===== src/design/tnfr_pkg.sv =====
// Shared types and constants for the tone nibble frame receiver.
package tnfr_pkg;

  localparam int FRAME_DEPTH_DEFAULT = 16;
  localparam int CNT_W               = 5;
  localparam int NIB_W               = 4;
  localparam int SUM_W               = 4;
  localparam int IDLE_W              = 16;
  localparam int VOLT_W              = 15;
  localparam int CFG_INDEX_W         = 3;
  localparam int CFG_DATA_W          = 16;
  localparam int MIN_LEN             = 6;
  localparam int VOLT_SCALE          = 100;

  localparam logic [NIB_W-1:0]  START_NIBBLE       = 4'hF;
  localparam logic [IDLE_W-1:0] TIMEOUT_RESET      = 16'd100;
  localparam logic [CNT_W-1:0]  FRAME_LENGTH_RESET = 5'd8;

  typedef enum logic {
    REQ_STROBE = 1'b0,
    REQ_TICK   = 1'b1
  } req_t;

  typedef enum logic [1:0] {
    STATUS_BAD_SUM  = 2'd0,
    STATUS_NO_MATCH = 2'd1,
    STATUS_READ     = 2'd2,
    STATUS_WRITE    = 2'd3
  } status_t;

  typedef enum logic [CFG_INDEX_W-1:0] {
    REG_OWN_TYPE      = 3'd0,
    REG_OWN_PLACE     = 3'd1,
    REG_OWN_NUMBER    = 3'd2,
    REG_TIMEOUT_TICKS = 3'd3,
    REG_FRAME_LENGTH  = 3'd4
  } reg_index_t;

  typedef struct packed {
    logic [3:0] own_type;
    logic [2:0] own_place;
    logic [3:0] own_number;
  } identity_t;

  typedef struct packed {
    logic [SUM_W-1:0] sum;
    logic [NIB_W-1:0] ctrl;
    logic [NIB_W-1:0] lamp_type;
    logic [NIB_W-1:0] lamp_number;
    logic [NIB_W-1:0] volt_lo;
    logic [NIB_W-1:0] volt_hi;
  } frame_fields_t;

  typedef struct packed {
    status_t           status;
    logic [VOLT_W-1:0] voltage;
    logic              changed;
  } check_result_t;

endpackage


===== src/design/tnfr_frame_check.sv =====
// Frame check: checksum, identity match and voltage load decision.
module tnfr_frame_check (
  input  tnfr_pkg::identity_t                 identity,
  input  tnfr_pkg::frame_fields_t             fields,
  input  logic [tnfr_pkg::VOLT_W-1:0]         stored_voltage,
  output tnfr_pkg::check_result_t             result
);
  import tnfr_pkg::*;

  logic [VOLT_W-1:0] new_voltage;
  logic              id_match;

  assign new_voltage = {7'b0, fields.volt_hi, fields.volt_lo} * VOLT_W'(VOLT_SCALE);
  assign id_match    = (identity.own_type == fields.lamp_type) &&
                       (identity.own_place == fields.ctrl[3:1]) &&
                       (identity.own_number == fields.lamp_number);

  always_comb begin
    result.status  = STATUS_READ;
    result.voltage = stored_voltage;
    result.changed = 1'b0;
    if (fields.sum != '0) begin
      result.status = STATUS_BAD_SUM;
    end else if (!id_match) begin
      result.status = STATUS_NO_MATCH;
    end else if (fields.ctrl[0]) begin
      result.status  = STATUS_WRITE;
      result.voltage = new_voltage;
      result.changed = (new_voltage != stored_voltage);
    end
  end

endmodule


===== src/design/tone_nibble_frame_receiver.sv =====
// Top level: nibble frame assembly, timeout, check and result register.
// A frame's check result is registered when its last nibble is accepted.
// Throughput: one transaction per cycle; input stalls only while a result is held by out_stall.
// Frame state updates in the accept cycle; the check is one short pass into the result register.
// Reset (rst, synchronous): count, sum, idle ticks, voltage and out_valid cleared; registers to their defaults.
// The frame store has no reset and is only read at entries written by the current frame.
module tone_nibble_frame_receiver #(
  parameter int FRAME_DEPTH = tnfr_pkg::FRAME_DEPTH_DEFAULT
) (
  input  logic                               clk,
  input  logic                               rst,
  input  logic                               cfg_write,
  input  logic [tnfr_pkg::CFG_INDEX_W-1:0]   cfg_index,
  input  logic [tnfr_pkg::CFG_DATA_W-1:0]    cfg_data,
  input  logic                               in_valid,
  output logic                               in_stall,
  input  logic                               req_type,
  input  logic [tnfr_pkg::NIB_W-1:0]         nibble,
  output logic                               out_valid,
  input  logic                               out_stall,
  output logic [1:0]                         frame_status,
  output logic [tnfr_pkg::VOLT_W-1:0]        voltage_setting,
  output logic                               voltage_changed
);
  import tnfr_pkg::*;

  localparam int IDX_W = $clog2(FRAME_DEPTH);

  identity_t          identity;
  logic [IDLE_W-1:0]  timeout_ticks;
  logic [CNT_W-1:0]   frame_length;

  logic [CNT_W-1:0]   nibble_count, nibble_count_next;
  logic [SUM_W-1:0]   running_sum, running_sum_next;
  logic [IDLE_W-1:0]  idle_ticks, idle_ticks_next;
  logic [VOLT_W-1:0]  stored_voltage;
  logic [NIB_W-1:0]   frame_store [FRAME_DEPTH];

  logic               accept;
  logic               strobe;
  logic               start_ok;
  logic               store_en;
  logic               frame_done;
  logic [CNT_W-1:0]   eff_len;
  logic [CNT_W-1:0]   count_inc;
  logic [IDLE_W-1:0]  idle_inc;
  logic [SUM_W-1:0]   sum_new;
  logic [NIB_W-1:0]   nib_view [1:5];
  frame_fields_t      fields;
  check_result_t      chk;

  assign in_stall = out_valid & out_stall;
  assign accept   = in_valid & ~in_stall;
  assign strobe   = (req_type == REQ_STROBE);
  assign start_ok = (nibble_count != '0) || (nibble == START_NIBBLE);
  assign store_en = accept & strobe & start_ok & (nibble_count < CNT_W'(FRAME_DEPTH));

  assign count_inc = (nibble_count == '1) ? nibble_count : nibble_count + 1'b1;
  assign idle_inc  = (idle_ticks == '1) ? idle_ticks : idle_ticks + 1'b1;
  assign sum_new   = ((nibble_count == '0) ? '0 : running_sum) + nibble;

  always_comb begin
    if (frame_length < CNT_W'(MIN_LEN)) begin
      eff_len = CNT_W'(MIN_LEN);
    end else if (frame_length > CNT_W'(FRAME_DEPTH)) begin
      eff_len = CNT_W'(FRAME_DEPTH);
    end else begin
      eff_len = frame_length;
    end
  end

  always_comb begin
    nibble_count_next = nibble_count;
    running_sum_next  = running_sum;
    idle_ticks_next   = idle_ticks;
    frame_done        = 1'b0;
    if (accept) begin
      if (!strobe) begin
        if (nibble_count != '0) begin
          idle_ticks_next = idle_inc;
          if (idle_inc >= timeout_ticks) begin
            nibble_count_next = '0;
            idle_ticks_next   = '0;
          end
        end
      end else begin
        idle_ticks_next = '0;
        if (start_ok) begin
          running_sum_next  = sum_new;
          nibble_count_next = count_inc;
          if (count_inc >= eff_len) begin
            frame_done        = 1'b1;
            nibble_count_next = '0;
          end
        end
      end
    end
  end

  // current nibble bypasses the store when it lands in a checked entry
  always_comb begin
    for (int i = 1; i <= 5; i++) begin
      nib_view[i] = (nibble_count == CNT_W'(i)) ? nibble : frame_store[i];
    end
  end

  assign fields.sum         = sum_new;
  assign fields.ctrl        = nib_view[1];
  assign fields.lamp_type   = nib_view[2];
  assign fields.lamp_number = nib_view[3];
  assign fields.volt_lo     = nib_view[4];
  assign fields.volt_hi     = nib_view[5];

  tnfr_frame_check u_check (
    .identity       (identity),
    .fields         (fields),
    .stored_voltage (stored_voltage),
    .result         (chk)
  );

  always_ff @(posedge clk) begin
    if (rst) begin
      identity       <= '0;
      timeout_ticks  <= TIMEOUT_RESET;
      frame_length   <= FRAME_LENGTH_RESET;
      nibble_count   <= '0;
      running_sum    <= '0;
      idle_ticks     <= '0;
      stored_voltage <= '0;
      out_valid      <= 1'b0;
    end else begin
      if (cfg_write) begin
        case (reg_index_t'(cfg_index))
          REG_OWN_TYPE:      identity.own_type   <= cfg_data[3:0];
          REG_OWN_PLACE:     identity.own_place  <= cfg_data[2:0];
          REG_OWN_NUMBER:    identity.own_number <= cfg_data[3:0];
          REG_TIMEOUT_TICKS: timeout_ticks       <= cfg_data;
          REG_FRAME_LENGTH:  frame_length        <= cfg_data[CNT_W-1:0];
          default: ;
        endcase
      end
      nibble_count <= nibble_count_next;
      running_sum  <= running_sum_next;
      idle_ticks   <= idle_ticks_next;
      if (frame_done) begin
        stored_voltage <= chk.voltage;
        out_valid      <= 1'b1;
      end else if (!out_stall) begin
        out_valid <= 1'b0;
      end
    end
  end

  always_ff @(posedge clk) begin
    if (store_en) begin
      frame_store[nibble_count[IDX_W-1:0]] <= nibble;
    end
    if (frame_done) begin
      frame_status    <= chk.status;
      voltage_setting <= chk.voltage;
      voltage_changed <= chk.changed;
    end
  end

endmodule


===== config.mk =====
export PLATFORM = sky130hd
export DESIGN_NAME = tone_nibble_frame_receiver
export DESIGN_NICKNAME = d
export VERILOG_FILES = /design/src/design/tnfr_pkg.sv /design/src/design/tnfr_frame_check.sv /design/src/design/tone_nibble_frame_receiver.sv
export SDC_FILE = /design/constraint.sdc
export NUM_CORES = 1
export LEC_CHECK = 0
export ABC_AREA = 1
export BUFFER_PORTS_ARGS = -buffer_cell sky130_fd_sc_hd__buf_2
export CORE_UTILIZATION = 45
export DETAILED_ROUTE_END_ITERATION = 8
export GPL_TIMING_DRIVEN = 0
export SYNTH_ARGS = -nofsm -noshare
export SYNTH_HDL_FRONTEND = slang
export SYNTH_SLANG_ARGS = --single-unit

===== constraint.sdc =====
create_clock -name clk -period 6.74 [get_ports clk]
set_input_delay 1.348 -clock clk [delete_from_list [all_inputs] [get_ports clk]]
set_output_delay 1.348 -clock clk [all_outputs]
set_load 0.1 [all_outputs]

Word level (Yosys, flattened, before mapping)
Memories as Yosys holds them, arrays and structs flattened.
Index checks and enable logic that the tools add are counted.
{"block": "totals", "ramBits": 64, "output_inout_bits": 20, "mem_count": 1, "regBits": 91}
{"block": "op_classes", "addsub": 3, "eq_ne": 19, "n_lt_le_gt_ge": 5, "muxes": 30, "n_reduce_logical": 18, "multipliers": 1, "n_bitwise": 9}
{"name": "frame_store", "depth": 16, "word_bits": 4, "rd": 5, "rd_ports_with_merged_regs": 0, "wr": 1, "line_no": "tone_nibble_frame_receiver.sv:37", "source": "logic [NIB_W-1:0] frame_store [FRAME_DEPTH];"}
{"cell": "$mux W16", "n": 6}
{"cell": "$mux W5", "n": 8}
{"cell": "$mux W4", "n": 6}
{"cell": "$mux W17", "n": 1}
{"cell": "$add A16 B1 Y16 const B", "n": 1}
{"cell": "$eq A16 B16 Y1 const B", "n": 1}
{"cell": "$ge A16 B16 Y1", "n": 1}
{"cell": "$ne A15 B15 Y1", "n": 1}
{"cell": "$mul A8 B5 Y13 const B", "n": 1}
{"cell": "$reduce_and A2 Y1", "n": 6}
{"cell": "$eq A5 B2 Y1 const B", "n": 2}
{"cell": "$eq A5 B3 Y1 const B", "n": 2}
{"cell": "$mux W1", "n": 9}
{"cell": "$eq A4 B4 Y1", "n": 2}
{"cell": "$eq A3 B2 Y1 const B", "n": 2}
{"cell": "$ne A2 B1 Y1 const B", "n": 3}
{"cell": "$add A5 B1 Y5 const B", "n": 1}
{"cell": "$and A1 B1 Y1", "n": 5}
{"cell": "$eq A5 B1 Y1 const B", "n": 1}
{"cell": "$eq A5 B5 Y1 const B", "n": 1}
{"cell": "$ge A5 B5 Y1", "n": 1}
{"cell": "$gt A5 B5 Y1 const B", "n": 1}
{"cell": "$logic_not A5 Y1", "n": 1}
{"cell": "$lt A5 B3 Y1 const B", "n": 1}
{"cell": "17 further kinds", "n": 21}

Depth between registers and ports, before layout
Gate-level depths: netlist of the first run.
{"block": "depth", "word_depth": 9, "mapped_depth": 27}

Modules after synthesis
From an unflattened synthesis of the first run, not the netlist that was laid out.
{"block": "unflattened", "hier_cells": 910, "hier_area_um2": 6935.4}
{"module": "tone_nibble_frame_receiver", "seq_area_each_um2": 2602.5, "cells_each": 671, "n_inst": 1, "area_each_um2": 5501.5}
{"module": "tnfr_frame_check", "seq_area_each_um2": 0.0, "cells_each": 239, "n_inst": 1, "area_each_um2": 1433.9}

Least setup slack after synthesis of the first run
OpenSTA, ideal clock, no wires.
{"block": "synth_timing", "kind": "input to register", "start": "input port nibble[3] (netlist bit)", "end": "register voltage_changed (data pin)", "t_required_ns": 6.482, "setup_ns": 0.258, "cell_stages": 17, "path_slack_ns": 2.305, "path_buffers": 0, "t_arrival_ns": 4.177, "path_cell_list": "inv_1 -> o21ai_0 -> ha_1 -> ha_1 -> inv_1 -> fa_1 -> inv_1 -> ha_1 -> a21oi_1 -> nand2_1 -> a21oi_1 -> xor2_1 -> nor2_1 -> nor2_1 -> nand4_1 -> nor2_1 -> a21oi_1"}
{"block": "synth_via", "elab_chain_len": 6, "elab_cells_between_ends": 16}
{"item": "start: declaration", "line_no": "tone_nibble_frame_receiver.sv:18", "source": "input logic [tnfr_pkg::NIB_W-1:0] nibble,"}
{"item": "branches (longest 6 deep; another with $mul A8 B5 Y13)"}
{"item": "end signal: assignment", "line_no": "tone_nibble_frame_receiver.sv:161", "source": "voltage_changed <= chk.changed;"}
{"item": "end: declaration", "line_no": "tone_nibble_frame_receiver.sv:23", "source": "output logic voltage_changed"}
Several ways; the timed one is not identified.
A chain may end at the register's enable or synchronous reset.

Final worst setup path of the first run
{"block": "layout_timing", "start": "register nibble_count[0]", "end": "register voltage_changed (data pin)"}
{"block": "layout_via", "elab_chain_len": 7, "elab_cells_between_ends": 24}
{"item": "start: declaration", "line_no": "tone_nibble_frame_receiver.sv:33", "source": "logic [CNT_W-1:0] nibble_count, nibble_count_next;"}
{"item": "start signal: assignment", "line_no": "tone_nibble_frame_receiver.sv:142", "source": "nibble_count <= nibble_count_next;"}
{"item": "branches (longest 7 deep; another with $mul A8 B5 Y13)"}
Several ways; the timed one is not identified.

==> impl_metrics.env, run 1 <==
export IMPL_worst_hold_slack_ns=0.461
export IMPL_cp_start_kind="flip-flop"
export IMPL_synth_xor_area_share_pct=3.00
export IMPL_cts_setup_buffers=0
export IMPL_yosys_top_cells_count="nand2_1 (176), inv_1 (162), nor2_1 (81)"
export IMPL_rsz0062_at_grt="no"
export IMPL_hp_class="reg2reg"
export IMPL_drt_first_pass_iters=5
export IMPL_required_ns=6.84
export IMPL_cts_made_buffers=9
export IMPL_synth_nets=1025
export IMPL_status="finished, final reports clean"
export IMPL_synthDistinctLibCells=38
export IMPL_vias=5938
export IMPL_fin_crit_ns=4.84
export IMPL_synth_compound_area_share_pct=15.1
export IMPL_synthAdderAreaFrac_pct=11.2
export IMPL_synth_top_family_by_area="simple AND/OR/NAND/NOR gates"
export IMPL_p_switching_mw=0.443
export IMPL_cts_root_buf="clkbuf_16"
export IMPL_power_frac_seq_pct=44.8
export IMPL_ant_nets=0
export IMPL_fin_nets=1084
export IMPL_area_growth_pct=11.6
export IMPL_grt_pass1_wl_um=26000
export IMPL_route_detailed_drc=0
export IMPL_io_pins=49
export IMPL_drv_slew=0
export IMPL_tns_ns=0
export IMPL_ys_ff_latch=111
export IMPL_pwr_share_clk_pct=37.7
export IMPL_synth_mux_area_share_pct=0
export IMPL_vias_per_cell=5.00
export IMPL_cp_end_kind="flip-flop"
export IMPL_final_core_util_pct=51.4
export IMPL_cts_hold_repair_buffers=0
export IMPL_wl_per_cell_um=13.0
export IMPL_antenna_found_initial=0
export IMPL_ys_seq_area_share_pct=37.2
export IMPL_dpl_hpwl_um=12000
export IMPL_clock_skew_ns=0.00580
export IMPL_insertion_delay_ns=0.36
export IMPL_fp_dieH_um=127
export IMPL_yosysTopAreaCell="dfxtp_1"
export IMPL_grt_usage_pct=20.4
export IMPL_grt_start_max_net_pins=28
export IMPL_drt_wl_total_um=15500
export IMPL_cts_tree="done"
export IMPL_ir_worst_vdd_mv=0.144
export IMPL_netSwitchingFraction_pct=27.6
export IMPL_fmax_mhz=207
export IMPL_fin_crit_sh_pct=71.8
export IMPL_synth_ff_type="dfxtp_1"
export IMPL_drive_above_1_share_pct=11.6
export IMPL_synth_most_common_cell="nand2_1"
export IMPL_h_tree_depth=3
export IMPL_path_clk_slew_ns=0.07
export IMPL_yosysWarnings=0
export IMPL_synthCells=936
export IMPL_arrival_ns=4.94
export IMPL_grt_pass1_vias=5483
export IMPL_routabilityCongestion=0.832
export IMPL_final_hold_viol_count=0
export IMPL_start_util_pct=46.0
export IMPL_cts_resized=0
export IMPL_synth_top_area_share_pct=20.9
export IMPL_cts_sinks=111
export IMPL_setup_violations=0
export IMPL_intPower_mw=1.16
export IMPL_maxCapViolCount=0
export IMPL_drt_iter0_markers=411
export IMPL_yosys_top_cells_area="dfxtp_1 (21%), edfxtp_1 (16%), ha_1 (10%)"
export IMPL_netlist_area_um2=7000
export IMPL_async_flop_share_pct=0
export IMPL_coreArea_um2=15200
export IMPL_slew_limit_headroom_pct=41.0
export IMPL_crit_slowest_cell="fa_1"
export IMPL_critPathMaxStageDelay_ns=0.53
export IMPL_gr_total_overflow=0
export IMPL_dieArea_um2=16100
export IMPL_insertedDiodeCount=0
export IMPL_clock_path_buffers=2
export IMPL_cp_max_fo=8
export IMPL_path_class="reg2reg"
export IMPL_io_buffers=48
export IMPL_power_leakage_nw=3.67
export IMPL_worst_pin_slew_ns=0.879
export IMPL_p_total_mw=1.61
export IMPL_fp_dieW_um=127
export IMPL_cellPowerDensity_nw_per_um2=206
export IMPL_rows=45
export IMPL_synth_edf_count=38
export IMPL_crit_chain="inv_1, ha_1, inv_1, nor2_1, nand2_1, o21ai_0, ha_1, ha_1, inv_1, fa_1, inv_1, ha_1, a21oi_1, nand2_1, a21oi_1, xor2_1, nor2_1, nor2_1, nand4_1, nor2_1, a21oi_1"
export IMPL_syn_avg_cell_area_um2=7.48
export IMPL_synth_simple_area_share_pct=23.3
export IMPL_combinationalPowerShare_pct=17.5
==> power by group through the flow <==
stage               Clock, mW  Combinational [mW]  Sequential [mW]
finish                  0.605               0.281            0.720
global route            0.645               0.323            0.722
CTS                     0.620               0.283            0.720
detailed placement          0               0.282            0.735
global placement            0               0.279            0.735
floorplan                   0               0.192            0.753
==> area by class of cell <==
| type | instances | area, um2 |
|---|---|---|
| repair buffers | 48 | 240 |
| plain buffers | 21 | 100 |
| inverters | 165 | 619 |
| clock inverters | 5 | 106 |
| clock buffers | 11 | 233 |
| well taps | 188 | 235 |
| flip-flops and latches | 111 | 2600 |
| multi-input cells | 639 | 3680 |
| fillers | 1515 | 7390 |
==> metal layers <==
layer / part of all wire (%) / track usage (%) / vias to the layer above
li1: - / - / 3174
met1: 52 / 28.8 / 2661
met2: 44 / 32.2 / 90
met3: 2.7 / 2.87 / 13
met4: 1.4 / 7.07 / 0
met5: 0 / 0 / -
==> flip-flops by register name (all words and copies together), names as in the netlist <==
name             cells
idle_ticks          16
timeout_ticks       16
out_valid            1
stored_voltage      15
voltage_setting     15
identity            11
frame_store         20
frame_length         5
running_sum          4
frame_status         2
nibble_count         5
voltage_changed      1
==> cell families after synthesis <==
group,count (synthesis)
buffers and inverters,186
DFF,111
and+or+nand+nor,363
adders and majority gates,60
xor gates and xnor gates,24
AOI/OAI and AO/OA,192
==> critical path: cells and delay by family, from the launching register on <==
kind	cells	cell delay (ns)
adders and majority gates	5	1.67
and+or+nand+nor	7	1.07
AOI/OAI and AO/OA	4	0.99
DFF	1	0.37
buffers and inverters	4	0.28
xor gates and xnor gates	1	0.20
==> layout by cell type, fill, tap and decap left out, types with 4 or more instances in the layout <==
master     netlist  routed
buf_2            5      53
nand3_1         40      40
fa_1             4       4
inv_1          162     162
clkbuf_16        0       9
ha_1            56      56
xnor2_1          9       9
dfxtp_1         73      73
xor2_1          15      15
nand2_1        176     176
o21ai_1         14      14
a22oi_1          6       6
nand2_2         20      20
o21ai_0         77      77
a21oi_1         71      71
a21oi_2         11      11
edfxtp_1        38      38
nand4_1         23      23
nor2_1          81      81
clkbuf_1        14      16
nor3_1           8       8
o211ai_1         5       5
==> worst paths after layout <==
check | from | end | slack (ns) | cells past startpoint
setup reg to reg | nibble_count[0]$_SDFFE_PP0P_ | voltage_changed$_SDFFCE_PP0P_ | 1.90 | 21
setup / recovery | nibble_count[0]$_SDFFE_PP0P_ | voltage_changed$_SDFFCE_PP0P_ | 1.90 | 21
hold / removal | stored_voltage[0]$_SDFFE_PP0P_ | stored_voltage[0]$_SDFFE_PP0P_ | 0.46 | 2
hold reg to reg | stored_voltage[0]$_SDFFE_PP0P_ | stored_voltage[0]$_SDFFE_PP0P_ | 0.46 | 2
==> through the flow <==
step                      setup slack [ns]  area [um2]  cells
after global routing                  1.37        7810   1188
after CTS                             1.86        7810   1188
final                                 1.90        7810   1188
after detailed placement              1.49        7470   1172
after floorplan                       2.31        7000    936
after global placement                1.52        7470   1172
(Power assumes the default switching activity.)
==> run 2, diff against run 1 <==
--- a/config.mk
+++ b/config.mk
@@ -5,7 +5,7 @@
 export SDC_FILE = /design/constraint.sdc
 export NUM_CORES = 1
 export LEC_CHECK = 0
-export ABC_AREA = 1
+export ABC_AREA = 0
 export BUFFER_PORTS_ARGS = -buffer_cell sky130_fd_sc_hd__buf_2
 export CORE_UTILIZATION = 45
 export DETAILED_ROUTE_END_ITERATION = 8
==> constraint.sdc (replaced) <==
create_clock -name clk -period 4.2 [get_ports clk]
set_input_delay 0.84 -clock clk [delete_from_list [all_inputs] [get_ports clk]]
set_output_delay 0.84 -clock clk [all_outputs]
set_load 0.1 [all_outputs]
==> run 2 against run 1 <==
Against the previous run:
- clock skew grew 0.0016 ns
- critical path depth decreased by 2
- routed wire length up 7.7%
- flip-flop and latch count stayed put
- total power increased by 32%
- cell count is 15% lower
- clock power up 45%
- sequential share of layout area is 1.0 points lower
- setup slack worse by 1.9 ns
- hold slack lost 0.0039 ns
- area after synthesis down 4.1%
==> impl_metrics.env, run 2 <==
export IMPL_power_frac_seq_pct=52.9
export IMPL_ys_ff_latch=111
export IMPL_slew_limit_headroom_pct=36.6
export IMPL_fin_ws_ns=0.0375
export IMPL_worst_pin_slew_ns=0.943
export IMPL_synthCells=740
export IMPL_async_flop_share_pct=0
export IMPL_grt_start_max_net_pins=19
export IMPL_fin_crit_ns=4.16
export IMPL_yosysWarnings=0
export IMPL_dpl_hpwl_um=12300
export IMPL_status="finished, final reports clean"
export IMPL_cp_end_kind="flip-flop"
export IMPL_cts_tree="done"
export IMPL_fin_nets=914
export IMPL_cp_start_kind="flip-flop"
export IMPL_insertedDiodeCount=0
export IMPL_cts_root_buf="clkbuf_16"
export IMPL_synthDistinctLibCells=67
export IMPL_vias_per_cell=5.52
export IMPL_grt_usage_pct=22.5
export IMPL_cts_hold_repair_buffers=0
export IMPL_power_leakage_nw=3.13
export IMPL_io_buffers=47
export IMPL_synth_nets=829
export IMPL_antenna_found_initial=0
export IMPL_insertion_delay_ns=0.36
export IMPL_drive_above_1_share_pct=20.2
export IMPL_path_clk_slew_ns=0.07
export IMPL_yosys_top_cells_area="dfxtp_1 (22%), edfxtp_1 (17%), ha_1 (10%)"
export IMPL_netlist_area_um2=6710
export IMPL_fmax_mhz=240
export IMPL_cts_sinks=111
export IMPL_grt_pass1_wl_um=26200
export IMPL_synth_top_area_share_pct=21.8
export IMPL_final_hold_viol_count=0
export IMPL_final_cell_mix="nand2_1 (85), dfxtp_1 (69), nor2_1 (65)"
export IMPL_setup_violations=0
export IMPL_clock_path_buffers=2
export IMPL_dieArea_um2=15400
export IMPL_rows=44
export IMPL_final_common_cell="nand2_1"
export IMPL_start_util_pct=46.2
export IMPL_fill_cells=1323
export IMPL_gr_total_overflow=0
export IMPL_largest_register_ffs=20
export IMPL_ys_seq_area_share_pct=38.8
export IMPL_hp_class="reg2reg"
export IMPL_cellPowerDensity_nw_per_um2=261
export IMPL_combinationalPowerShare_pct=5.6
export IMPL_yosysTopAreaCell="dfxtp_1"
export IMPL_arrival_ns=4.25
export IMPL_drt_wl_total_um=16700
export IMPL_fin_crit_sh_pct=99.1
export IMPL_rsz0062_at_grt="yes"
export IMPL_coreArea_um2=14500
export IMPL_intPower_mw=1.63
export IMPL_yosys_top_cells_count="nand2_1 (85), dfxtp_1 (73), nor2_1 (66)"
export IMPL_fp_dieW_um=124
export IMPL_fp_dieH_um=124
export IMPL_maxCapViolCount=0
export IMPL_route_detailed_drc=0
export IMPL_drv_slew=0
export IMPL_drt_iter0_markers=350
export IMPL_p_switching_mw=0.479
export IMPL_h_tree_depth=3
export IMPL_netSwitchingFraction_pct=22.7
export IMPL_syn_avg_cell_area_um2=9.06
export IMPL_pwr_share_clk_pct=41.4
export IMPL_required_ns=4.29
export IMPL_wl_per_cell_um=16.5
export IMPL_ant_nets=0
export IMPL_cts_made_buffers=9
export IMPL_grt_pass1_vias=5365
export IMPL_drt_first_pass_iters=5
export IMPL_io_pins=49
export IMPL_routabilityCongestion=0.867
export IMPL_synth_edf_count=38
export IMPL_clock_skew_ns=0.00745
export IMPL_place_ws_ns=-0.757
export IMPL_synth_ff_type="dfxtp_1"
export IMPL_area_growth_pct=20.7
export IMPL_ir_worst_vdd_mv=0.209
export IMPL_vias=5601
export IMPL_synth_most_common_cell="nand2_1"
export IMPL_path_class="reg2reg"
export IMPL_cp_max_fo=4
export IMPL_final_core_util_pct=55.7
[run 2: cell count changes in the layout (fill, tap and decap cells not counted), moves of 23 or more]
cell,change
inv_1,-114
nand3_1,-30
mux2i_1,+23
a21oi_1,-24
buf_4,+30
nand2_1,-91
o21ai_0,-50
[run 2: final cells by class]
cell class,count,area (um2),area share [%]
multi-input combinational,541,4120,50.9
clock inverter,5,57.6,0.711
inverter,57,223,2.75
buffer,28,153,1.89
tap,184,230,2.84
sequential,111,2610,32.3
clock buffer,11,243,3.00
timing repair buffer,77,460,5.69
[run 2: power by group through the flow]
stage                     Combinational (mW)  Sequential [mW]  Clock (mW)
final                                  0.119             1.12       0.876
after global routing                   0.131             1.12       0.936
after CTS                              0.119             1.12       0.899
after detailed placement               0.117             1.14           0
after global placement                 0.114             1.14           0
after floorplan                       0.0670             1.14           0
[run 2: cell families (layout without fill, tap and decap cells)]
family	after synthesis	count (layout)	share of synthesized area, %
compound gates	150	150	14.5
xor+xnor	44	44	5.95
fa+ha+maj	60	60	11.6
buf+inv	88	178	5.17
flops	111	111	38.8
mux	37	37	5.73
simple gates	250	250	18.2
[run 2: final timing paths]
path / from / end / slack, ns / cells after the start
max: nibble_count[1]$_SDFFE_PP0P_ / voltage_changed$_SDFFCE_PP0P_ / 0.04 / 19
min: timeout_ticks[4]$_SDFFE_PP0P_ / timeout_ticks[4]$_SDFFE_PP0P_ / 0.46 / 2
max reg2reg: nibble_count[1]$_SDFFE_PP0P_ / voltage_changed$_SDFFCE_PP0P_ / 0.04 / 19
min reg2reg: timeout_ticks[4]$_SDFFE_PP0P_ / timeout_ticks[4]$_SDFFE_PP0P_ / 0.46 / 2
[run 2: timing repair]
action / 4_1_cts / 5_1_grt
setup buffers: 22 / 8
pin swaps: 19 / 9
endpoints found under the setup margin: 52 / 50
gates resized for setup: 52 / 12
[run 2: critical path, stage by stage, from the launching register on]
cell      delay [ns]
dfxtp_4         0.36
inv_4           0.08
ha_4            0.13
nor4bb_4        0.19
clkbuf_8        0.20
mux2_4          0.35
ha_4            0.23
ha_4            0.26
inv_2           0.03
fa_1            0.49
inv_2           0.05
ha_4            0.21
buf_4           0.14
o21ai_2         0.05
nor2_1          0.07
o21a_1          0.23
o41a_1          0.35
xnor2_2         0.22
xor2_1          0.17
a31oi_1         0.09
[run 2: metal layers]
layer	vias up	share of wire [%]	wire, um	GRT usage [%]
met1	2678	47	7920	29.7
met3	12	4.5	747	4.85
met4	0	0.89	148	5.88
met2	131	47	7880	37.0
met5	-	0	0	0
li1	2780	-	-	-
[run 2: per-stage QoR]
step	setup TNS, ns	power (mW)	instances	cell area (um2)	hold WS, ns
after floorplan	0	1.21	740	6770	0.436
after global placement	-18.10	1.26	971	7240	0.445
after detailed placement	-14.69	1.26	971	7240	0.452
after CTS	-0.00484	2.14	1006	7950	0.462
after global routing	-0.252	2.19	1014	8100	0.485
final	0	2.11	1014	8100	0.457
==> run 3, diff against run 2 <==
--- a/config.mk
+++ b/config.mk
@@ -12,4 +12,5 @@
 export GPL_TIMING_DRIVEN = 0
 export SYNTH_ARGS = -nofsm -noshare
 export SYNTH_HDL_FRONTEND = slang
+export SYNTH_HIERARCHICAL = 1
 export SYNTH_SLANG_ARGS = --single-unit
==> run 3 against run 2 <==
Against the previous run:
- global-route usage shrank 2.4 points
- clock skew grew 0.0031 ns
- total power grew 0.94%
- routed wire length shrank 11%
- critical endpoint is now voltage_changed$_DFFE_PP_
- largest power group unchanged
- highest routed layer unchanged
==> impl_metrics.env, run 3 <==
export IMPL_status="finished, final reports clean"
export IMPL_fin_crit_ns=4.08
export IMPL_fill_cells=1310
export IMPL_io_pins=49
export IMPL_slew_limit_headroom_pct=40.6
export IMPL_synth_nets=770
export IMPL_yosys_top_cells_area="dfxtp_1 (22%), edfxtp_1 (17%), ha_1 (11%)"
export IMPL_cp_max_fo=6
export IMPL_crit_chain="inv_4, ha_4, nor4bb_4, buf_4, buf_4, mux2_4, ha_2, ha_1, ha_2, inv_1, fa_2, xnor3_1, a221oi_2, nand3_1, nor4_2, a41oi_1"
export IMPL_insertion_delay_ns=0.36
export IMPL_h_tree_depth=3
export IMPL_io_buffers=47
export IMPL_fin_ws_ns=0.117
export IMPL_area_growth_pct=17.7
export IMPL_ys_seq_area_share_pct=38.9
export IMPL_cellPowerDensity_nw_per_um2=271
export IMPL_cts_hold_repair_buffers=0
export IMPL_timing_rr_start="nibble_count[0]$_SDFFE_PP0P_"
export IMPL_path_clk_slew_ns=0.08
export IMPL_synth_most_common_cell="dfxtp_1"
export IMPL_cts_tree="done"
export IMPL_grt_start_max_net_pins=20
export IMPL_cp_end_kind="flip-flop"
export IMPL_cts_sinks=111
export IMPL_start_util_pct=46.1
export IMPL_synth_ff_type="dfxtp_1"
export IMPL_power_frac_seq_pct=52.4
export IMPL_vias=5115
export IMPL_yosysWarnings=6
export IMPL_netSwitchingFraction_pct=24.0
export IMPL_p_switching_mw=0.511
export IMPL_dpl_hpwl_um=11000
export IMPL_critPathMaxStageDelay_ns=0.38
export IMPL_hp_class="reg2reg"
export IMPL_grt_pass1_vias=4902
export IMPL_drt_wl_total_um=14900
export IMPL_power_leakage_nw=3.25
export IMPL_clock_skew_ns=0.0105
export IMPL_fp_dieH_um=124
export IMPL_setup_violations=0
export IMPL_ir_worst_vdd_mv=0.227
export IMPL_place_ws_ns=-0.453
export IMPL_antenna_found_initial=0
export IMPL_ys_ff_latch=111
export IMPL_fin_nets=840
export IMPL_largest_register_ffs=20
export IMPL_route_detailed_drc=0
export IMPL_cts_made_buffers=9
export IMPL_grt_usage_pct=20.1
export IMPL_coreArea_um2=14500
export IMPL_vias_per_cell=5.45
export IMPL_worst_pin_slew_ns=0.878
export IMPL_final_hold_viol_count=0
export IMPL_dp_cells=911
export IMPL_combinationalPowerShare_pct=5.4
export IMPL_wl_per_cell_um=15.9
export IMPL_drive_above_1_share_pct=23.6
export IMPL_drt_iter0_markers=301
export IMPL_instances_no_fill=939
export IMPL_gr_total_overflow=0
export IMPL_final_cell_mix="dfxtp_1 (68), nor2_1 (64), nand2_1 (63)"
export IMPL_final_cell_area_um2=7880
export IMPL_drt_first_pass_iters=4
export IMPL_synth_edf_count=38
export IMPL_rows=44
export IMPL_multi_input_area_um2=4100
export IMPL_startpoint="nibble_count[0]$_SDFFE_PP0P_"
export IMPL_tns_ns=0
export IMPL_maxCapViolCount=0
export IMPL_ant_nets=0
export IMPL_intPower_mw=1.62
export IMPL_routabilityCongestion=0.880
export IMPL_required_ns=4.30
export IMPL_arrival_ns=4.18
export IMPL_final_common_cell="dfxtp_1"
export IMPL_fin_crit_sh_pct=97.2
export IMPL_path_class="reg2reg"
export IMPL_synthCells=680
export IMPL_grt_pass1_wl_um=23600
export IMPL_synth_top_area_share_pct=21.8
export IMPL_worst_hold_slack_ns=0.459
export IMPL_seq_area_um2=2620
export IMPL_p_total_mw=2.13
export IMPL_fmax_mhz=245
export IMPL_synthDistinctLibCells=78
export IMPL_async_flop_share_pct=0
export IMPL_dieArea_um2=15400
export IMPL_syn_avg_cell_area_um2=9.85
export IMPL_drv_slew=0
export IMPL_clock_path_buffers=2
export IMPL_crit_slowest_cell="dfxtp_4"
export IMPL_insertedDiodeCount=0
export IMPL_pwr_share_clk_pct=42.3
export IMPL_cts_root_buf="clkbuf_16"
export IMPL_fp_dieW_um=124
export IMPL_dpl_cell_area_um2=7200
export IMPL_netlist_area_um2=6700
export IMPL_yosysTopAreaCell="dfxtp_1"
export IMPL_hp_start="timeout_ticks[7]$_SDFFE_PP0P_"
export IMPL_final_core_util_pct=54.2
export IMPL_cp_start_kind="flip-flop"
export IMPL_yosys_top_cells_count="dfxtp_1 (73), nor2_1 (64), nand2_1 (63)"
==> run 3: cell types whose count changed after synthesis, sizes merged, moves of 15 or more <==
cell / delta
nand2: -21
a21oi: -22
mux2: +23
inv: -15
==> run 3: cell type report <==
class / count / share of cell area (%)
plain buffers: 22 / 1.29
clock buffers: 9 / 2.86
clock inverters: 7 / 1.00
inverters: 42 / 2.06
multi-input cells: 499 / 52.0
flip-flops and latches: 111 / 33.2
well taps: 184 / 2.92
repair buffers: 65 / 4.70
==> run 3: timing repair <==
action	CTS	global route
gates resized for setup	16	38
pin swaps	10	18
endpoints found under the setup margin	17	43
buffers inserted	5	13
endpoints found under the hold margin	0	0
cloned	0	0
==> run 3: logic make-up (layout without fill, tap and decap cells) <==
logic type      Yosys count  in the layout  share of synthesized area [%]
xor+xnor                 49             49                           7.04
flops                   111            111                           38.9
buf+inv                  70            145                           4.20
fa+ha+maj                61             61                           11.8
mux                      68             68                           11.1
simple gates            222            222                           16.8
compound gates           99             99                           10.1
==> run 3: worst paths after layout <==
path,to,slack (ns),cells past startpoint
worst max-delay path,voltage_changed$_DFFE_PP_,0.12,16
worst min-delay path,timeout_ticks[7]$_SDFFE_PP0P_,0.46,2
worst max register to register,voltage_changed$_DFFE_PP_,0.12,16
worst min register to register,timeout_ticks[7]$_SDFFE_PP0P_,0.46,2
==> run 3: worst max-delay path: cells and delay by family, from the launching register on <==
family	cells	cell delay, ns
adder cells (fa/ha/maj)	5	1.28
AND/OR/NAND/NOR	3	0.74
buffers and inverters	4	0.41
flip-flops	1	0.38
XOR/XNOR	1	0.36
multiplexers	1	0.32
AO/OA/AOI/OAI	2	0.32
==> run 3: per-layer routing <==
layer  up-vias  wire length, um  GRT usage, %
met5         -                0             0
met4         0              201          6.25
li1       2558                -             -
met2       109             7060          33.3
met3        16              828          4.95
met1      2432             6820          25.6
==> run 3: power groups by stage <==
stage               combinational [mW]  sequential (mW)  clock (mW)
CTS                              0.112             1.12       0.925
global placement                 0.109             1.14           0
detailed placement               0.110             1.14           0
global route                     0.126             1.12       0.961
finish                           0.115             1.12       0.901
floorplan                       0.0613             1.14           0
